### src/vrpp_pkg.sv
// shared widths, register map, configuration bundle and helpers of the vertex projection core
`timescale 1ns / 1ps
`default_nettype none
package vrpp_pkg;

  localparam int COORD_W   = 24;
  localparam int COEF_W    = 18;
  localparam int PIX_W     = 16;
  localparam int ROW_W     = 3 * COEF_W;
  localparam int FOCAL_W   = 24;
  localparam int DEPTH_W   = 23;
  localparam int SCR_W     = 14;
  localparam int FRAC_W    = 16;
  localparam int FOCAL_FRAC = 8;
  localparam int HALF_SHIFT = FOCAL_FRAC - 1;

  localparam int PROD_W    = COEF_W + COORD_W;
  localparam int SUM_W     = PROD_W + 2;
  localparam int ROT_W     = SUM_W - FRAC_W;
  localparam int DEN_W     = ROT_W + 1;
  localparam int SCALED_W  = ROT_W + FOCAL_W + 1;
  localparam int CENTER_W  = SCR_W + 1 + DEN_W;
  localparam int NUM_W     = SCALED_W + 1;
  localparam int DIVU_W    = DEN_W - 1 + FOCAL_FRAC;
  localparam int QUO_W     = PIX_W + 1;
  localparam int CMP_W     = NUM_W + 1;

  localparam int DATA_W    = 64;
  localparam int ADDR_W    = 6;
  localparam int IDX_LSB   = 3;

  typedef enum logic [2:0] {
    REG_ROW_X  = 3'd0,
    REG_ROW_Y  = 3'd1,
    REG_ROW_Z  = 3'd2,
    REG_FOCAL  = 3'd3,
    REG_DEPTH  = 3'd4,
    REG_SCR_W  = 3'd5,
    REG_SCR_H  = 3'd6
  } reg_idx_e;

  localparam logic [ROW_W-1:0]   ROW_X_RST = ROW_W'(1) << FRAC_W;
  localparam logic [ROW_W-1:0]   ROW_Y_RST = ROW_W'(1) << (COEF_W + FRAC_W);
  localparam logic [ROW_W-1:0]   ROW_Z_RST = ROW_W'(1) << (2 * COEF_W + FRAC_W);
  localparam logic [FOCAL_W-1:0] FOCAL_RST = FOCAL_W'(102400);
  localparam logic [DEPTH_W-1:0] DEPTH_RST = DEPTH_W'(327680);
  localparam logic [SCR_W-1:0]   SCR_W_RST = SCR_W'(640);
  localparam logic [SCR_W-1:0]   SCR_H_RST = SCR_W'(480);

  typedef struct packed {
    logic [ROW_W-1:0]   row_x;
    logic [ROW_W-1:0]   row_y;
    logic [ROW_W-1:0]   row_z;
    logic [FOCAL_W-1:0] focal;
    logic [DEPTH_W-1:0] depth;
    logic [SCR_W-1:0]   scr_w;
    logic [SCR_W-1:0]   scr_h;
  } cfg_t;

  function automatic logic signed [COEF_W-1:0] coef_f(input logic [ROW_W-1:0] row,
                                                      input int unsigned k);
    return signed'(row[k*COEF_W +: COEF_W]);
  endfunction

endpackage
`default_nettype wire

### src/vrpp_cfg.sv
// apb register file holding the matrix rows and projection settings
`timescale 1ns / 1ps
`default_nettype none
module vrpp_cfg
  import vrpp_pkg::*;
(
  input  wire logic              clk_i,
  input  wire logic              rst_ni,
  input  wire logic              psel,
  input  wire logic              penable,
  input  wire logic              pwrite,
  input  wire logic [ADDR_W-1:0] paddr,
  input  wire logic [DATA_W-1:0] pwdata,
  output logic      [DATA_W-1:0] prdata,
  output logic                   pready,
  output cfg_t                   cfg_o
);

  cfg_t       cfg_q, cfg_d;
  logic [2:0] idx;
  logic       wr;

  assign idx    = paddr[ADDR_W-1:IDX_LSB];
  assign wr     = psel && penable && pwrite;
  assign pready = 1'b1;
  assign cfg_o  = cfg_q;

  always_comb begin
    cfg_d = cfg_q;
    if (wr) begin
      case (idx)
        REG_ROW_X: cfg_d.row_x = pwdata[ROW_W-1:0];
        REG_ROW_Y: cfg_d.row_y = pwdata[ROW_W-1:0];
        REG_ROW_Z: cfg_d.row_z = pwdata[ROW_W-1:0];
        REG_FOCAL: cfg_d.focal = pwdata[FOCAL_W-1:0];
        REG_DEPTH: cfg_d.depth = pwdata[DEPTH_W-1:0];
        REG_SCR_W: cfg_d.scr_w = pwdata[SCR_W-1:0];
        REG_SCR_H: cfg_d.scr_h = pwdata[SCR_W-1:0];
        default: ;
      endcase
    end
  end

  always_comb begin
    case (idx)
      REG_ROW_X: prdata = DATA_W'(cfg_q.row_x);
      REG_ROW_Y: prdata = DATA_W'(cfg_q.row_y);
      REG_ROW_Z: prdata = DATA_W'(cfg_q.row_z);
      REG_FOCAL: prdata = DATA_W'(cfg_q.focal);
      REG_DEPTH: prdata = DATA_W'(cfg_q.depth);
      REG_SCR_W: prdata = DATA_W'(cfg_q.scr_w);
      REG_SCR_H: prdata = DATA_W'(cfg_q.scr_h);
      default:   prdata = '0;
    endcase
  end

  always_ff @(posedge clk_i or negedge rst_ni) begin
    if (!rst_ni) begin
      cfg_q.row_x <= ROW_X_RST;
      cfg_q.row_y <= ROW_Y_RST;
      cfg_q.row_z <= ROW_Z_RST;
      cfg_q.focal <= FOCAL_RST;
      cfg_q.depth <= DEPTH_RST;
      cfg_q.scr_w <= SCR_W_RST;
      cfg_q.scr_h <= SCR_H_RST;
    end else begin
      cfg_q <= cfg_d;
    end
  end

endmodule
`default_nettype wire

### config.mk
export PLATFORM = sky130hd
export DESIGN_NAME = vrpp_cfg
export DESIGN_NICKNAME = d
export VERILOG_FILES = /design/src/vrpp_pkg.sv /design/src/vrpp_cfg.sv
export SDC_FILE = /design/constraint.sdc
export NUM_CORES = 1
export LEC_CHECK = 0
export BUFFER_PORTS_ARGS = -buffer_cell sky130_fd_sc_hd__buf_2
export CAP_MARGIN = 20
export CORE_MARGIN = 2
export CORE_UTILIZATION = 55
export DETAILED_ROUTE_END_ITERATION = 8
export PLACE_DENSITY = 0.86
export SYNTH_ARGS = -nofsm -noshare
export SYNTH_HDL_FRONTEND = slang
export SYNTH_SLANG_ARGS = --single-unit
### constraint.sdc
create_clock -name clk_i -period 3 [get_ports clk_i]
set_input_delay 0.3 -clock clk_i [delete_from_list [all_inputs] [get_ports clk_i]]
set_output_delay 0.3 -clock clk_i [all_outputs]
set_load 0.1 [all_outputs]
Yosys cells after proc, flatten, opt, wreduce, memory -nomap -nowiden:

Cells that the tools add are included.
W data, S select, Z words.

* flip-flop bits (word level): 237
* input port bits: 75
* output and inout port bits: 302
* word-level logic and storage cells: 24

* eq/ne operators: 6
* muxes and demuxes: 1
* reduce and logical (&&, ||, !) cells: 10

Operators with widths (count)
* $pmux W54 S7: 1
* $reduce_and A2 Y1: 7
* $eq A3 B3 Y1 const B: 3
* $eq A3 B2 Y1 const B: 2
* $eq A3 B1 Y1 const B: 1
* $logic_not A3 Y1: 1
* $logic_and A1 B1 Y1: 2

Logic depth before layout (Yosys ltp):

Gate-level depths: netlist of run 1.

* depth in word-level cells: 3
* depth in mapped cells: 6
* depth with buffers taken out: 3

Worst setup path before layout of run 1:

No wires, ideal clock.

* path kind: register to output
* from: reg cfg_q (netlist bit cfg_o[0])
* to: out prdata[0]
* data arrival time: 3.379 ns
* data required time: 2.700 ns
* slack: -0.679 ns
* cell stages (with the launch flop): 4
* path buffers: 0
* path through: dfrtp_1 -> mux2_2 -> a21oi_1 -> o21ai_0

* longest elaborated chain between the ends: 1

Ends and longest elaborated chain
* from (decl): RTL line vrpp_cfg.sv:19 `cfg_t cfg_q, cfg_d;`
* from (signal assigned): RTL line vrpp_cfg.sv:67 `cfg_q <= cfg_d;`
* $pmux W54 S7: RTL line vrpp_cfg.sv:45 `case (idx)`
* to (decl): RTL line vrpp_cfg.sv:14 `output logic [DATA_W-1:0] prdata,`

No other way between the ends.

Final worst setup path of run 1:

* from: in paddr[4]
* to: out prdata[9]

* longest elaborated chain between the ends: 2
* elaborated cells on any way between the ends: 8
* those cells by class: 6 x eq/ne; 1 x mux; 1 x reduce/logical

Ends and longest elaborated chain
* from (decl): RTL line vrpp_cfg.sv:12 `input wire logic [ADDR_W-1:0] paddr,`
* $eq A3 B3 Y1 (tied with other cells): RTL line vrpp_cfg.sv:45
* $pmux W54 S7 (*): RTL line vrpp_cfg.sv:45

Every way passes the cells marked *; elsewhere a longest branch is shown, timed or not.

==> qor.yml, run 1 <==
sta:
  worst_pin_slew_ns: 0.7874
  slew_headroom_pct: 47.31
  holdWs_ns: 0.01903
  setup_viol: 0
  final-hold-violation-count: 0
  rsz0062_at_grt: "false"
  slew_violations: 0
  fin_crit_ns: 2.385
  final.period_utilization_pct: 79.49
  fmax_mhz: 419.3
  finalSetupTns_ns: 0
  finClkSkew_ns: 0
grt:
  grt_max_degree: 81
  antenna_found_initial: 3
  track_usage_pct: 30.21
  grt_pass1_wl_mm: 50.92
  grt_pass1_vias: 8818
  overflow: 0
synthesis:
  yosysSeqAreaShare_pct: 53.61
  ys_seq_elements: 237
  synthCells: 821
  synth_top_area_share_pct: 50.29
  yosysUniqueCellTypes: 34
  synth_area_mm2: 0.01110
  yosysWarnings: 0
  ys_top_cells_by_area: "dfrtp_1 (50%), mux2_2 (23%), mux2_1 (6.0%)"
  yosys.area.top_type: "dfrtp_1"
  syn_area_per_cell_um2: 13.51
worst_setup_path:
  endpoint_kind: "output port"
  crit_top_cell: "buf_2"
  cp.buffers_inverters: 2
  slowest_delay_ns: 0.52
  crit_fanout: 20
  cp-start-kind: "primary input"
  arrival_ns: 2.08
  path_class: "in2out"
  crit_required_ns: 2.70
  crit_chain: "buf_2, nand2b_1, o221a_2, o21ai_1, buf_2"
  critPathTopFamily: "buffers and inverters"
  cp_slowest_cell: "nand2b_1"
run:
  drv_cap: 0
cts:
  htreeDepth: 1
  cts_hold_buf: 1
  clock_path_buffers: 3
  clock_latency_ns: 0.52
  postCtsSetupBuffers: 0
  cts_resized: 0
  clk_pin_slew_worst_paths_ns: 0.06
  cts_tree: "built"
  cts_made_buffers: 25
  cts_num_sinks: 237
  root_buffer: "clkbuf_16"
pwr:
  p_total_mw: 15.20
  power.internal_mw: 7.035
  seqPwrFrac_pct: 28.5
  p_sw_mw: 8.168
  combPwrFrac_pct: 51.0
  pwr_density_cell_mw_per_mm2: 1057
  switching_share_pct: 53.73
  leakage_nw: 7.114
  power_frac_clock_pct: 20.5
  ir_worst_vdd_v: 0.0006552
route:
  num_vias: 8370
  initialDrtViolationCount: 395
  first_pass_iters: 5
  wl_mm: 32.63
  avgRoutedWirePerCell_um: 22.44
  drc: 0
  drtAntennaViolNets: 0
  vias_per_cell: 5.757
floorplan:
  dieHeight_um: 146.0
  initial_core_util_pct: 56.46
  ioPinCount: 377
  die_w_um: 146.0
  rows: 51
  core-area_mm2: 0.01965
  dieArea_mm2: 0.02133
place:
  dp.cells: 1405
  place.gp.congestion: 0.8304
  hpwl_mm: 22.09
  io_buffers: 352
run_status:
  status: "finished, final reports clean"
finish:
  largest_reg_flops: 237
  areaGrowthSynthToFinish_pct: 29.65
  final_nets: 1243
  layout-drive-gt1-share_pct: 59.90
  fin_util_pct: 73.19
  instances_no_fill: 1454
hold_path:
  hp-class: "in2reg"
## layout by cell type, fill, tap and decap left out, types with 2 or more instances in the layout
cell type,netlist,routed
a21oi_1,37,7
a21oi_2,0,30
a22oi_1,9,9
a32oi_1,14,14
buf_12,0,28
buf_2,19,334
buf_4,15,15
bufinv_16,0,2
clkbuf_1,16,7
clkbuf_16,0,25
clkbuf_8,0,6
clkinv_2,0,5
conb_1,2,11
dfrtp_1,223,223
dfstp_2,14,14
diode_2,0,2
mux2_1,59,59
mux2_2,222,222
mux2i_1,23,23
nand2_1,77,77
nand2b_1,2,2
nand4b_1,7,7
nor2_1,2,2
nor2_2,2,2
nor2_4,2,2
nor2_8,3,3
nor2b_1,10,9
nor3b_1,7,7
o211ai_1,7,7
o21ai_1,0,7
o221a_2,7,7
o221ai_2,0,9
## Yosys cell counts
cell        n
a21oi_1    37
a22oi_1     9
a32oi_1    14
and2_0      1
and3b_1     1
buf_1       2
buf_2      19
buf_4      15
buf_6      17
clkbuf_1   16
conb_1      2
dfrtp_1   223
dfstp_2    14
inv_2       1
mux2_1     59
mux2_2    222
mux2i_1    23
mux4_2      1
nand2_1    77
nand2b_1    2
nand4_1     1
nand4b_1    7
nand4b_4    1
nor2_1      2
nor2_2      2
nor2_4      2
nor2_8      3
nor2b_1    10
nor3b_1     7
o211ai_1    7
o21ai_0     7
o221a_2     7
o221ai_1    9
or2_1       1
## power by group through the flow
stage / sequential (mW) / clock (mW) / combinational (mW)
final: 4.34 / 3.11 / 7.75
after global routing: 4.42 / 3.30 / 7.92
after CTS: 4.33 / 3.17 / 7.77
after detailed placement: 4.37 / 0 / 7.75
after global placement: 4.33 / 0 / 7.69
after floorplan: 8.90 / 0 / 1.78
## layout make-up
| class | instances | area, um2 |
|---|---|---|
| sequential | 237 | 5948 |
| inverter | 1 | 3.754 |
| tap | 265 | 331.6 |
| timing repair buffer | 380 | 2381 |
| fill | 1315 | 5269 |
| antenna | 2 | 5.005 |
| clock inverter | 8 | 93.84 |
| clock buffer | 38 | 734.5 |
| multi-input combinational | 523 | 4887 |
## per-layer routing
| layer | vias to the layer above | track usage, % | part of all wire [%] |
|---|---|---|---|
| met3 | 75 | 7.750 | 8.6 |
| li1 | 3659 | - | - |
| met2 | 377 | 50.97 | 50 |
| met1 | 4257 | 37.96 | 39 |
| met4 | 2 | 10.78 | 3.0 |
| met5 | - | 0 | 0.040 |
## metrics by stage
step / area [um2] / worst slack (ns)
CTS: 14380 / 0.5793
detailed placement: 13540 / 0.5825
floorplan: 11300 / 0.03798
global placement: 13540 / 0.5865
finish: 14390 / 0.6152
global route: 14380 / 0.5202
## cell families (layout without fill, tap and decap cells)
kind of cell           after synthesis  in the layout  share of synthesized area [%]
DFF                                237            237                          53.61
buffers and inverters               70            427                          4.240
other                                2             13                        0.06768
muxes                              305            305                          30.80
and+or+nand+nor                    117            117                          5.695
AOI/OAI and AO/OA                   90             90                          5.593
## final timing paths
| check | from | depth (start not counted) | slack, ns | endpoint |
|---|---|---|---|---|
| worst min-delay path | pwdata[30] | 2 | 0.02 | cfg_o[159] |
| min in group asynchronous | rst_ni | 2 | 0.39 | cfg_o[176] |
| max in group asynchronous | rst_ni | 3 | 1.80 | cfg_o[7] |
| worst min register to register | cfg_o[185] | 1 | 0.50 | cfg_o[185] |
| worst max-delay path | paddr[4] | 5 | 0.62 | prdata[9] |
| worst max register to register | cfg_o[139] | 1 | 2.13 | cfg_o[139] |
(Power assumes the default switching activity.)
==> inputs of run 2 (changes only) <==
--- a/config.mk
+++ b/config.mk
@@ -5,12 +5,13 @@
 export SDC_FILE = /design/constraint.sdc
 export NUM_CORES = 1
 export LEC_CHECK = 0
+export ABC_AREA = 1
 export BUFFER_PORTS_ARGS = -buffer_cell sky130_fd_sc_hd__buf_2
 export CAP_MARGIN = 20
 export CORE_MARGIN = 2
-export CORE_UTILIZATION = 55
+export CORE_UTILIZATION = 46
 export DETAILED_ROUTE_END_ITERATION = 8
-export PLACE_DENSITY = 0.86
+export PLACE_DENSITY = 0.77
 export SYNTH_ARGS = -nofsm -noshare
 export SYNTH_HDL_FRONTEND = slang
 export SYNTH_SLANG_ARGS = --single-unit
==> constraint.sdc (replaced) <==
create_clock -name clk_i -period 1.9 [get_ports clk_i]
set_input_delay 0.19 -clock clk_i [delete_from_list [all_inputs] [get_ports clk_i]]
set_output_delay 0.19 -clock clk_i [all_outputs]
set_load 0.1 [all_outputs]
==> run 2 against run 1 <==
  * Setup slack got worse by 0.50 ns
  * Count of clock-buffer cells in the layout down 6
  * Area after synthesis is 1.1% higher
  * Clock power up 82%
  * Global-route usage grew 1.9 points
  * Design area increased by 12%
  * Final cell count rose by 49%
  * Register-to-register slack got worse by 1.0 ns
  * Sequential power is 60% higher
  * Sequential share of layout area is 3.5 points lower
==> qor.yml, run 2 <==
cts:
  htreeDepth: 1
  root_buffer: "clkbuf_16"
  cts_made_buffers: 25
  cts_num_sinks: 237
  clock_latency_ns: 0.52
  clk_pin_slew_worst_paths_ns: 0.06
  cts_tree: "built"
  clock_path_buffers: 3
grt:
  grt_pass1_wl_mm: 65.77
  antenna_found_initial: 1
  track_usage_pct: 32.13
  grt_max_degree: 77
  overflow: 0
  grt_pass1_vias: 11910
worst_setup_path:
  r2r_slack_ns: 1.11
  cp_slowest_cell: "dfstp_2"
  cp-start-kind: "flip-flop"
  arrival_ns: 1.59
  slowest_delay_ns: 0.54
  r2r-start: "cfg_o[7]"
  crit_chain: "nand4_1, nand2_1, nor2_1, nand2_2, buf_12"
  cp.buffers_inverters: 1
  crit_required_ns: 1.71
  crit_fanout: 3
  critPathTopFamily: "flip-flops"
  endpoint_kind: "output port"
  r2r_cells: 2
  r2r_end: "cfg_o[7]"
  path_class: "reg2out"
synthesis:
  syn_area_per_cell_um2: 7.800
  async_flop_share_pct: 100.0
  synth_most_common_cell: "nand2_1"
  ys_top_cells_by_area: "dfrtp_1 (50%), nand2_1 (18%), o21ai_0 (9.4%)"
  ys.flop_type: "dfrtp_1"
  ys_seq_elements: 237
  yosys.area.top_type: "dfrtp_1"
  yosysWarnings: 0
  synth_edf_count: 0
  netlist_top_cells_count: "nand2_1 (550), dfrtp_1 (223), o21ai_0 (210), nand3_1 (80), nand4_1 (74)"
  synth_top_area_share_pct: 49.75
  synth_area_mm2: 0.01122
  yosysSeqAreaShare_pct: 53.03
  synthCells: 1438
  yosysUniqueCellTypes: 22
sta:
  final-hold-violation-count: 0
  setup_viol: 0
  fin_crit_ns: 1.781
  slew_violations: 0
  worst_pin_slew_ns: 0.6331
  finalSetupTns_ns: 0
  fin_ws_ns: 0.1194
  rsz0062_at_grt: "false"
  finClkSkew_ns: 0
  final.period_utilization_pct: 93.72
  fmax_mhz: 561.6
  slew_headroom_pct: 57.75
place:
  hpwl_mm: 27.62
  post-place-ws_ns: 0.1479
  dp.cells: 2059
  place.gp.congestion: 0.9626
  io_buffers: 352
  dpl-instance-area_mm2: 0.01460
finish:
  areaGrowthSynthToFinish_pct: 43.61
  layout-drive-gt1-share_pct: 35.04
  final_common_cell: "nand2_1"
  largest_reg_flops: 237
  fillers: 1910
  final_area_mm2: 0.01611
  most-common-layout-cells: "nand2_1 (533), buf_2 (297), o21ai_0 (210)"
  instances_no_fill: 2160
  final_nets: 1892
  fin_util_pct: 66.82
route:
  vias_per_cell: 5.570
  first_pass_iters: 7
  drtAntennaViolNets: 0
  wl_mm: 41.72
  num_vias: 12030
  avgRoutedWirePerCell_um: 19.31
  drc: 0
  initialDrtViolationCount: 1360
floorplan:
  rows: 57
  die_w_um: 160.1
  core-area_mm2: 0.02411
  ioPinCount: 377
  dieArea_mm2: 0.02565
  initial_core_util_pct: 46.53
  dieHeight_um: 160.1
run:
  drv_cap: 0
pwr:
  leakage_nw: 8.576
  pwr_density_cell_mw_per_mm2: 1521
  ir_worst_vdd_v: 0.001072
hold_path:
  hp-class: "in2async"
run_status:
  status: "finished, final reports clean"
## run 2: cell types whose count changed after synthesis, sizes merged, moves of 10 or more
| cell | change |
|---|---|
| a32oi | -14 |
| inv | +76 |
| o21ai | +231 |
| a21oi | -36 |
| nand3 | +82 |
| mux2 | -281 |
| buf | +10 |
| nor2 | +49 |
| nor2b | -10 |
| clkbuf | +37 |
| nand2 | +475 |
| mux2i | -23 |
| nand4 | +73 |
## run 2: routing by layer
metal / up-vias / global-route usage (%) / wire (um)
li1: 5388 / - / -
met3: 137 / 7.688 / 4410
met2: 752 / 54.11 / 20120
met5: - / 0 / 0
met1: 5755 / 40.22 / 15500
met4: 0 / 12.41 / 1682
## run 2: power breakdown
part | switching (mW) | internal [mW]
Sequential | 0.835 | 6.12
Combinational | 10.0 | 1.87
Clock | 2.04 | 3.62
Total | 12.9 | 11.6
## run 2: timing repair
action	CTS	global route
hold buffers	55	0
buffers inserted	0	0
endpoints found under the hold margin	402	0
resized for setup	0	0
setup endpoints to repair	0	0
## run 2: cell families after synthesis
kind of cell	count (synthesis)	synth area share [%]
buffers and inverters	193	7.619
other	2	0.06696
DFF	237	53.03
AOI/OAI and AO/OA	239	10.66
and+or+nand+nor	767	28.61
## run 2: worst max path at each step
| stage | start | endpoint | slack [ns] | depth (start not counted) |
|---|---|---|---|---|
| 6_report | cfg_o[6] | prdata[6] | 0.12 | 5 |
| 5_1_grt | cfg_o[63] | prdata[12] | 0.07 | 5 |
| 4_1_cts | cfg_o[6] | prdata[6] | 0.10 | 5 |
| 3_5_place_dp | paddr[3] | cfg_o[18] | 0.15 | 6 |
| 3_3_place_gp | paddr[3] | cfg_o[24] | 0.20 | 6 |
| 2_1_floorplan | paddr[3] | prdata[0] | 0.01 | 8 |
## run 2: through the flow
step / power (mW) / hold WS [ns]
4_1_cts: 24.51 / 0.1871
3_3_place_gp: 18.62 / 0.1284
2_1_floorplan: 16.09 / -0.1056
3_5_place_dp: 18.76 / 0.1312
5_1_grt: 25.25 / 0.2017
6_report: 24.50 / 0.1809
## run 2: cell type report
cell class                 count  area (um2)  share of cell area (%)
sequential                   237        6101                   37.88
multi-input combinational   1017        4667                   28.98
timing repair buffer         459        3686                   22.89
clock buffer                  32       681.9                   4.234
tap                          324       405.4                   2.517
inverter                      77       291.5                   1.810
clock inverter                13       271.5                   1.686
antenna                        1       2.502                 0.01554
